### config.mk
export PLATFORM = sky130hd
export DESIGN_NAME = pressure_noise_statistics
export DESIGN_NICKNAME = d
export VERILOG_FILES = /design/src/pns_pkg.sv /design/src/pressure_noise_statistics.sv
export SDC_FILE = /design/constraint.sdc
export NUM_CORES = 1
export LEC_CHECK = 0
export ABC_AREA = 0
export BUFFER_PORTS_ARGS = -buffer_cell sky130_fd_sc_hd__buf_2
export CELL_PAD_IN_SITES_DETAIL_PLACEMENT = 2
export CELL_PAD_IN_SITES_GLOBAL_PLACEMENT = 2
export CORE_UTILIZATION = 40
export CTS_CLUSTER_SIZE = 12
export DETAILED_ROUTE_END_ITERATION = 12
export PLACE_DENSITY_LB_ADDON = 0.1
export SLEW_MARGIN = 25
export SYNTH_ARGS = -nofsm -noshare
export SYNTH_HDL_FRONTEND = slang
export SYNTH_SLANG_ARGS = --single-unit
### constraint.sdc
create_clock -name clock -period 11.8 [get_ports clock]
set_clock_uncertainty 0.2 [all_clocks]
set_input_delay 1.77 -clock clock [delete_from_list [all_inputs] [get_ports clock]]
set_output_delay 1.77 -clock clock [all_outputs]
set_load 0.1 [all_outputs]
### src/pns_pkg.sv
// Shared types and constants for the pressure noise statistics block.
package pns_pkg;

   localparam int COUNT_BITS    = 16;
   localparam int SAMPLE_W      = 21;
   localparam int TRUNC_W       = 17;
   localparam int ROUND_W       = 18;
   localparam int SUM_W         = 34;
   localparam int ENERGY_W      = 50;
   localparam int SQUARE_W      = 36;
   localparam int MEAN_W        = 17;
   localparam int RMS_W         = 21;
   localparam int SRC_W         = 58;
   localparam int REM_W         = 32;
   localparam int ALU_W         = 34;
   localparam int ROOT_W        = 30;
   localparam int STEP_BITS     = 6;
   localparam int MEAN_STEPS    = 34;
   localparam int ENERGY_STEPS  = 58;
   localparam int ROOT_STEPS    = 29;
   localparam int REQ_DATA_W    = 24;
   localparam int RSP_DATA_W    = 40;

   localparam logic [COUNT_BITS-1:0] COUNT_MAX = {COUNT_BITS{1'b1}};
   localparam logic [15:0]           WINDOW_RESET = 16'd100;

   typedef enum logic [2:0] {
      ST_IDLE,
      ST_MEAN_DIV,
      ST_SQUARE,
      ST_ACCUM,
      ST_CHECK,
      ST_ENERGY_DIV,
      ST_ROOT,
      ST_REPORT
   } state_type;

endpackage

### src/pressure_noise_statistics.sv
// Sample without window close: 34 mean divide steps, then latch, square and accumulate;
// no new sample is accepted until the block is back in idle.
// Closing sample: 58 divide steps for energy/count, 29 root steps and a report state follow;
// the report state holds while the previous result still waits in the output register, and
// the next accept follows it. One shared 34-bit subtract-and-compare
// unit does every divide and root step. Synchronous active-high reset clears sums, count and
// result valid and sets the window length to 100; no clearing pass is needed.
module pressure_noise_statistics (
   input  logic                              clock,
   input  logic                              reset,
   // req_tdata: [20:0] pressure_q4, [23:21] zero
   input  logic                              req_tvalid,
   output logic                              req_tready,
   input  logic [pns_pkg::REQ_DATA_W-1:0]    req_tdata,
   // rsp_tdata: [16:0] mean_pa, [37:17] rms_x16, [39:38] zero
   output logic                              rsp_tvalid,
   input  logic                              rsp_tready,
   output logic [pns_pkg::RSP_DATA_W-1:0]    rsp_tdata,
   // csr_data: window_length
   input  logic                              csr_valid,
   output logic                              csr_ready,
   input  logic [15:0]                       csr_data
);

   pns_pkg::state_type state_ff, state_in;

   logic [15:0]                       win_ff, win_in;
   logic [pns_pkg::SUM_W-1:0]         sum_ff, sum_in;
   logic [pns_pkg::COUNT_BITS-1:0]    count_ff, count_in;
   logic [pns_pkg::ENERGY_W-1:0]      energy_ff, energy_in;
   logic [pns_pkg::ROUND_W-1:0]       rounded_ff, rounded_in;
   logic [pns_pkg::MEAN_W-1:0]        mean_ff, mean_in;
   logic [pns_pkg::SQUARE_W-1:0]      sq_ff, sq_in;
   logic [pns_pkg::SRC_W-1:0]         src_ff, src_in;
   logic [pns_pkg::REM_W-1:0]         rem_ff, rem_in;
   logic [pns_pkg::ROOT_W-1:0]        root_ff, root_in;
   logic [pns_pkg::STEP_BITS-1:0]     step_ff, step_in;
   logic                              rsp_valid_ff, rsp_valid_in;
   logic [pns_pkg::MEAN_W-1:0]        rsp_mean_ff, rsp_mean_in;
   logic [pns_pkg::RMS_W-1:0]         rsp_rms_ff, rsp_rms_in;

   logic                              accept;
   logic [pns_pkg::SAMPLE_W-1:0]      sample;
   logic [pns_pkg::SUM_W-1:0]         sum_add;
   logic [pns_pkg::COUNT_BITS-1:0]    count_inc;
   logic [pns_pkg::ROUND_W-1:0]       rounded_new;
   logic [pns_pkg::ROUND_W:0]         diff;
   logic [pns_pkg::ROUND_W-1:0]       mag;
   logic [15:0]                       limit;
   logic                              window_end;
   logic                              step_last;
   logic                              out_free;

   // shared subtract-and-compare unit
   logic                              alu_root;
   logic [pns_pkg::ALU_W-1:0]         alu_rem_sh;
   logic [pns_pkg::ALU_W-1:0]         alu_operand;
   logic [pns_pkg::ALU_W:0]           alu_diff;
   logic                              alu_ge;
   logic [pns_pkg::REM_W-1:0]         alu_rem_next;

   assign req_tready = (state_ff == pns_pkg::ST_IDLE);
   assign accept     = req_tvalid && req_tready;
   // take a window write only between samples, never beside a sample beat
   assign csr_ready  = (state_ff == pns_pkg::ST_IDLE) && !req_tvalid;
   assign rsp_tvalid = rsp_valid_ff;
   assign rsp_tdata  = {2'b00, rsp_rms_ff, rsp_mean_ff};
   assign out_free   = !rsp_valid_ff || rsp_tready;

   assign sample      = req_tdata[pns_pkg::SAMPLE_W-1:0];
   assign sum_add     = sum_ff + {{(pns_pkg::SUM_W-pns_pkg::TRUNC_W){1'b0}}, sample[20:4]};
   assign count_inc   = (count_ff == pns_pkg::COUNT_MAX) ? pns_pkg::COUNT_BITS'(1)
                                                         : count_ff + 1'b1;
   assign rounded_new = 18'(({1'b0, sample} + 22'd8) >> 4);

   assign diff = {1'b0, rounded_ff} - {2'b00, mean_ff};
   assign mag  = diff[pns_pkg::ROUND_W] ? 18'(-diff) : diff[pns_pkg::ROUND_W-1:0];

   // a zero window means every sample reports
   assign limit      = (win_ff == 16'd0) ? 16'd1 : win_ff;
   assign window_end = (16'(count_ff) >= limit) || (count_ff == pns_pkg::COUNT_MAX);

   always_comb begin
      alu_root = (state_ff == pns_pkg::ST_ROOT);
      if (alu_root) begin
         alu_rem_sh  = {rem_ff, src_ff[pns_pkg::SRC_W-1 -: 2]};
         alu_operand = {2'b00, root_ff, 2'b01};
      end else begin
         alu_rem_sh  = {1'b0, rem_ff, src_ff[pns_pkg::SRC_W-1]};
         alu_operand = {{(pns_pkg::ALU_W-pns_pkg::COUNT_BITS){1'b0}}, count_ff};
      end
      alu_diff     = {1'b0, alu_rem_sh} - {1'b0, alu_operand};
      alu_ge       = !alu_diff[pns_pkg::ALU_W];
      alu_rem_next = alu_ge ? alu_diff[pns_pkg::REM_W-1:0] : alu_rem_sh[pns_pkg::REM_W-1:0];
   end

   always_comb begin
      case (state_ff)
         pns_pkg::ST_MEAN_DIV:
            step_last = (step_ff == pns_pkg::STEP_BITS'(pns_pkg::MEAN_STEPS - 1));
         pns_pkg::ST_ENERGY_DIV:
            step_last = (step_ff == pns_pkg::STEP_BITS'(pns_pkg::ENERGY_STEPS - 1));
         pns_pkg::ST_ROOT:
            step_last = (step_ff == pns_pkg::STEP_BITS'(pns_pkg::ROOT_STEPS - 1));
         default:
            step_last = 1'b0;
      endcase
   end

   // next state
   always_comb begin
      state_in = state_ff;
      case (state_ff)
         pns_pkg::ST_IDLE:       if (accept) state_in = pns_pkg::ST_MEAN_DIV;
         pns_pkg::ST_MEAN_DIV:   if (step_last) state_in = pns_pkg::ST_SQUARE;
         pns_pkg::ST_SQUARE:     state_in = pns_pkg::ST_ACCUM;
         pns_pkg::ST_ACCUM:      state_in = pns_pkg::ST_CHECK;
         pns_pkg::ST_CHECK:      state_in = window_end ? pns_pkg::ST_ENERGY_DIV
                                                       : pns_pkg::ST_IDLE;
         pns_pkg::ST_ENERGY_DIV: if (step_last) state_in = pns_pkg::ST_ROOT;
         pns_pkg::ST_ROOT:       if (step_last) state_in = pns_pkg::ST_REPORT;
         pns_pkg::ST_REPORT:     if (out_free) state_in = pns_pkg::ST_IDLE;
         default:                state_in = pns_pkg::ST_IDLE;
      endcase
   end

   // datapath per state
   always_comb begin
      win_in       = win_ff;
      sum_in       = sum_ff;
      count_in     = count_ff;
      energy_in    = energy_ff;
      rounded_in   = rounded_ff;
      mean_in      = mean_ff;
      sq_in        = sq_ff;
      src_in       = src_ff;
      rem_in       = rem_ff;
      root_in      = root_ff;
      step_in      = step_ff + 1'b1;
      rsp_valid_in = rsp_valid_ff && !rsp_tready;
      rsp_mean_in  = rsp_mean_ff;
      rsp_rms_in   = rsp_rms_ff;

      if (csr_valid && csr_ready) begin
         win_in = csr_data;
      end

      case (state_ff)
         pns_pkg::ST_IDLE: begin
            step_in = '0;
            if (accept) begin
               sum_in     = sum_add;
               count_in   = count_inc;
               rounded_in = rounded_new;
               src_in     = {sum_add, {(pns_pkg::SRC_W-pns_pkg::SUM_W){1'b0}}};
               rem_in     = '0;
            end
         end
         pns_pkg::ST_MEAN_DIV, pns_pkg::ST_ENERGY_DIV: begin
            rem_in = alu_rem_next;
            src_in = {src_ff[pns_pkg::SRC_W-2:0], alu_ge};
            if (step_last) begin
               step_in = '0;
               rem_in  = '0;
               root_in = '0;
            end
         end
         pns_pkg::ST_SQUARE: begin
            // quotient of the mean divide sits in the low bits
            mean_in = src_ff[pns_pkg::MEAN_W-1:0];
         end
         pns_pkg::ST_ACCUM: begin
            sq_in = mag * mag;
         end
         pns_pkg::ST_CHECK: begin
            energy_in = energy_ff + pns_pkg::ENERGY_W'(sq_ff);
            step_in   = '0;
            rem_in    = '0;
            src_in    = {energy_ff + pns_pkg::ENERGY_W'(sq_ff),
                         {(pns_pkg::SRC_W-pns_pkg::ENERGY_W){1'b0}}};
         end
         pns_pkg::ST_ROOT: begin
            rem_in  = alu_rem_next;
            src_in  = {src_ff[pns_pkg::SRC_W-3:0], 2'b00};
            root_in = {root_ff[pns_pkg::ROOT_W-2:0], alu_ge};
         end
         pns_pkg::ST_REPORT: begin
            if (out_free) begin
               rsp_valid_in = 1'b1;
               rsp_mean_in  = mean_ff;
               rsp_rms_in   = (root_ff[pns_pkg::ROOT_W-1:pns_pkg::RMS_W] != '0)
                              ? {pns_pkg::RMS_W{1'b1}} : root_ff[pns_pkg::RMS_W-1:0];
               sum_in       = '0;
               count_in     = '0;
               energy_in    = '0;
            end
         end
         default: begin
            step_in = '0;
         end
      endcase
   end

   always_ff @(posedge clock) begin
      if (reset) begin
         state_ff     <= pns_pkg::ST_IDLE;
         win_ff       <= pns_pkg::WINDOW_RESET;
         sum_ff       <= '0;
         count_ff     <= '0;
         energy_ff    <= '0;
         step_ff      <= '0;
         rsp_valid_ff <= 1'b0;
      end else begin
         state_ff     <= state_in;
         win_ff       <= win_in;
         sum_ff       <= sum_in;
         count_ff     <= count_in;
         energy_ff    <= energy_in;
         step_ff      <= step_in;
         rsp_valid_ff <= rsp_valid_in;
      end
   end

   always_ff @(posedge clock) begin
      rounded_ff  <= rounded_in;
      mean_ff     <= mean_in;
      sq_ff       <= sq_in;
      src_ff      <= src_in;
      rem_ff      <= rem_in;
      root_ff     <= root_in;
      rsp_mean_ff <= rsp_mean_in;
      rsp_rms_ff  <= rsp_rms_in;
   end

   // partial remainder of a divide always stays below the divisor
   assert property (@(posedge clock) disable iff (reset)
      (state_ff == pns_pkg::ST_MEAN_DIV || state_ff == pns_pkg::ST_ENERGY_DIV)
      |-> (pns_pkg::REM_W'(count_ff) > rem_ff))
      else $error("divide remainder not below sample count");

   assert property (@(posedge clock) disable iff (reset)
      (state_ff != pns_pkg::ST_IDLE) |-> (count_ff != '0))
      else $error("sample count zero while a sample is in work");

   assert property (@(posedge clock) disable iff (reset)
      (state_ff == pns_pkg::ST_REPORT && out_free)
      |=> (count_ff == '0 && sum_ff == '0 && energy_ff == '0 && rsp_valid_ff))
      else $error("store not cleared after report");

   assert property (@(posedge clock) disable iff (reset)
      $rose(rsp_valid_ff) |-> ($past(state_ff) == pns_pkg::ST_REPORT))
      else $error("result raised outside report");

endmodule
### After elaboration in Yosys (flattened, before gate mapping)

Index checks and enable logic that the tools add are counted.

* word-level logic and storage cells: 101
* RAM bits: 0
* ROM bits: 0
* memories kept: 0
* register bits: 355
* latch bits: 0

* div/mod/pow operators: 0
* shifts and indexed selects: 0
* reductions and logical operators: 26
* bitwise gates (word level): 0
* add/sub/neg operators: 8
* $mul: 1
* mux-type cells: 33
* equality and inequality tests: 17
* order comparisons: 1

Operators by type and width (count)
* 58-bit one-hot mux with 4 select lines: 1
* 32-bit 2-to-1 mux: 4
* 32-bit one-hot mux with 4 select lines: 1
* 34-bit 2-to-1 mux: 3
* 50-bit one-hot mux with 2 select lines: 1
* 34-bit one-hot mux with 2 select lines: 1
* 16-bit 2-to-1 mux: 4
* 30-bit one-hot mux with 2 select lines: 1
* 58-bit 2-to-1 mux: 1
* 50-bit by 36-bit adder with 50-bit output: 1
* 50-bit 2-to-1 mux: 1
* 18-bit by 18-bit multiplier with 36-bit output: 1
* 34-bit by 34-bit subtractor with 35-bit output: 1
* 34-bit by 17-bit adder with 34-bit output: 1
* 16-bit one-hot mux with 2 select lines: 1
* 30-bit 2-to-1 mux: 1
* 3-bit one-hot mux with 8 select lines: 1
* 21-bit by 4-bit adder with 22-bit output (second input constant): 1
* 18-bit by 17-bit subtractor with 19-bit output: 1
* 18-bit 2-to-1 mux: 1
* 3-bit 2-to-1 mux: 6
* 18-bit negation: 1
* 16-bit by 1-bit adder with 16-bit output (second input constant): 1
* 16-bit == test (second input constant): 1
* 25 further kinds: 49

### Depth between registers and ports, before layout

* word-level depth: 6
* gate-level depth with buffers: 39

### Worst setup path after synthesis

OpenSTA, ideal clock, no wires.

* path type: register to register
* from: reg mean_ff[0] (netlist bit)
* to: reg sq_ff[35] (netlist bit) (data pin)
* library setup time: 0.268 ns
* cell stages (with the launch flop): 34
* path slack: 2.832 ns
* arrival time: 8.500 ns
* cell sequence: edfxtp_1 > ha_1 > fa_1 > nand2b_1 > a211oi_2 > nor3_1 > o311a_1 > nor4_1 > and4_1 > a41oi_2 > xnor2_2 > buf_4 > nor2_1 > fa_1 > inv_1 > fa_1 > inv_1 > fa_1 > fa_1 > fa_1 > inv_1 > fa_1 > inv_1 > ha_1 > a21o_1 > a21o_1 > a21oi_1 > o21ai_0 > nor2_1 > o21ai_1 > nor3_2 > o31ai_1 > o41ai_1 > xnor3_1

* longest elaborated chain between the ends: 4

RTL lines
* start: declaration: line pressure_noise_statistics.sv:32 `logic [pns_pkg::MEAN_W-1:0] mean_ff, mean_in;`
* start signal: assignment: line pressure_noise_statistics.sv:226 `mean_ff <= mean_in;`
* 18-bit by 17-bit subtractor with 19-bit output (*): line pressure_noise_statistics.sv:76 `assign diff = {1'b0, rounded_ff} - {2'b00, mean_ff};`
* 18-bit negation: line pressure_noise_statistics.sv:77 `assign mag = diff[pns_pkg::ROUND_W] ? 18'(-diff) : diff[pns_pkg::ROUND_W-1:0];`
* 18-bit 2-to-1 mux (*): line pressure_noise_statistics.sv:77
* 18-bit by 18-bit multiplier with 36-bit output (*): line pressure_noise_statistics.sv:173 `sq_in = mag * mag;`
* end signal: assignment: line pressure_noise_statistics.sv:227 `sq_ff <= sq_in;`
* end: declaration: line pressure_noise_statistics.sv:33 `logic [pns_pkg::SQUARE_W-1:0] sq_ff, sq_in;`

Every way passes the cells marked *; elsewhere a longest branch is shown, timed or not.
A chain may end at the register's enable or synchronous reset.

### Worst setup path in the final report

* from: reg mean_ff[6] (netlist bit)
* to: reg sq_ff[35] (netlist bit) (data pin)

Same word-level chain as after synthesis.

==> results.txt <==
Via count: 24900
Status: completed
Post-CTS Setup Inserts: 0
Worst setup EP type: register
CP Data Arrival Time: 10690 ps
Top FF cell, synth: edfxtp_1
Critical path's slowest cell: fa_1
Core area: 74400 sq um
Die area: 76400 sq um
Most area-consuming cells after synthesis: edfxtp_1 (23%), fa_1 (15%), ha_1 (9.6%), dfxtp_1 (8.4%), nand2_1 (5.2%)
Post-synth EDFFs: 228
Top-count cell post-synth: nand2_1
Hold crit path type: reg -> reg
WL/cell: 23.0 um
Count of hold buffers inserted by post-cts repair: 0
Reg2Reg Launch Point: mean_ff[6]
# clock sinks: 354
Critical-path maximum fanout: 12
Final Cycle Share: 89.5%
Final setup violation count: 0
Drt total wl: 101000 um
Critical Path Source: mean_ff[6]
Post-route ant nets: 0
Die H: 276 um
Global-route wire length before repair: 161000 um
GRT overflow: 0
Via/cell ratio: 5.65
Skew-Pair Late Insertion Delay: 590 ps
Top cell type's share of synthesized area: 22.7%
Ys async rst share: 0%
HP Start: mean_ff[15]
H-Tree Depth: 2
Num ports: 88
Final Hold Fails: 0
Setup slack, reg-to-reg: 1240 ps
CTS root buffer: clkbuf_16
Num CTS Buffers: 44
Maximum clock frequency: 94.7 MHz
DRC viols: 0
Vias in the first global route: 28500
Largest net degree at the start of global routing: 62
Commonest cells post-synth: nand2_1 (414), inv_1 (405), nor2_1 (326)
Cell with the most instances on the worst path: inv_1
DP Wirelength: 77800 um
GP Congestion: 0.854
Clk buf depth: 3
Gr usage total: 26.7%
Post-synthesis cell area: 30100 sq um
Final setup TNS: 0 ps
Initial Util: 40.5%
CP Launch Type: register
Ant diodes: 0
FP Rows: 100
Crit Path Category: reg -> reg
Chip Width: 276 um
Area grow syn2layout: 10.5%
Port buffer count: 79
Distinct cells, synth: 92
Clock slew at reported path FFs: 60 ps
Required time worst endpoint: 11930 ps
WHS: 252 ps
Post-Syn Instances: 3349
Sequential element share of the synthesized area: 31.1%
Largest area contributor in the netlist: edfxtp_1
DRT iter0 DRCs: 894
Worst-Margin Slew: 1000 ps
Fin. max-slew vios: 0
Nets: 3898
Post-CTS sizing: 0
Max incr delay on CP: 550 ps
RSZ-0062 raised after global routing: no
Mean Syn Cell Area: 8.99 sq um
CTS tree: built
Min Tclk post-route: 10560 ps
Initial antenna violation count: 0
Share of layout cells above drive strength 1: 8.41%
Max-slew headroom: 33.0%
Detailed Routing Iterations Pass 1: 5
Ys Warns: 0
#FFs+latches synth: 354
Max-cap violations: 0
-- through the flow --
stage / util, % / setup slack [ps] / area (sq um) / cells
floorplan: - / 2830 / 30100 / 3350
global placement: 42.5 / 1570 / 31600 / 4321
detailed placement: 42.5 / 1270 / 31700 / 4322
CTS: 44.7 / 1180 / 33300 / 4403
global route: 44.7 / 574 / 33300 / 4404
finish: 44.7 / 1240 / 33300 / 4404
-- flip-flops by register name, indices dropped and copies added (netlist names), 16 cells and up --
name         count
win_ff          16
rounded_ff      18
root_ff         30
src_ff          58
rem_ff          32
sq_ff           35
rsp_mean_ff     17
rsp_rms_ff      21
count_ff        16
sum_ff          34
mean_ff         17
energy_ff       50
-- cells by family after synthesis --
kind of cell    count (synthesis)  synth area share [%]
buf+inv                       542                  6.91
flops                         354                  31.1
compound gates                710                  15.1
mux                            23                 0.764
other cells                     1                0.0125
xor+xnor                      182                  5.65
fa+ha+maj                     453                  24.3
simple gates                 1084                  16.2
-- layout make-up --
cell class	instances	area, sq um
fillers	8090	41200
multi-input cells	2454	18800
flip-flops and latches	354	9370
inverters	424	1590
clock buffers	56	1220
well taps	969	1210
repair buffers	122	733
clock inverters	25	409
-- critical path, delay by kind of cell, from the launching register on --
kind | cells | cell delay, ps
buffers and inverters | 8 | 760
DFF | 1 | 390
adders and majority gates | 8 | 3890
and+or+nand+nor | 7 | 1220
xor gates and xnor gates | 2 | 890
AOI/OAI and AO/OA | 11 | 2920
-- worst paths after layout --
kind | to | depth (start not counted)
worst min register to register | rsp_mean_ff[15] | 0
worst max register to register | sq_ff[35] | 36
worst min-delay path | rsp_mean_ff[15] | 0
worst max-delay path | sq_ff[35] | 36
-- cell usage in the layout, fill, tap and decap left out, drive strengths merged, types with 116 or more instances in the layout --
cell type / count
a21oi: 260
buf: 121
dfxtp: 126
edfxtp: 228
fa: 221
ha: 232
inv: 424
nand2: 414
nor2: 327
o21ai: 125
xnor2: 116
-- layer usage --
metal	part of all wire, %	vias to the layer above	GRT usage (%)
met4	3.1	0	8.57
met3	2.4	163	2.50
li1	-	11400	-
met2	52	362	49.2
met1	43	12900	32.5
met5	0	-	0
Power is left out: the tool's default activity adds up to more than one toggle a clock period on the data nets, which glitch-free logic cannot reach.
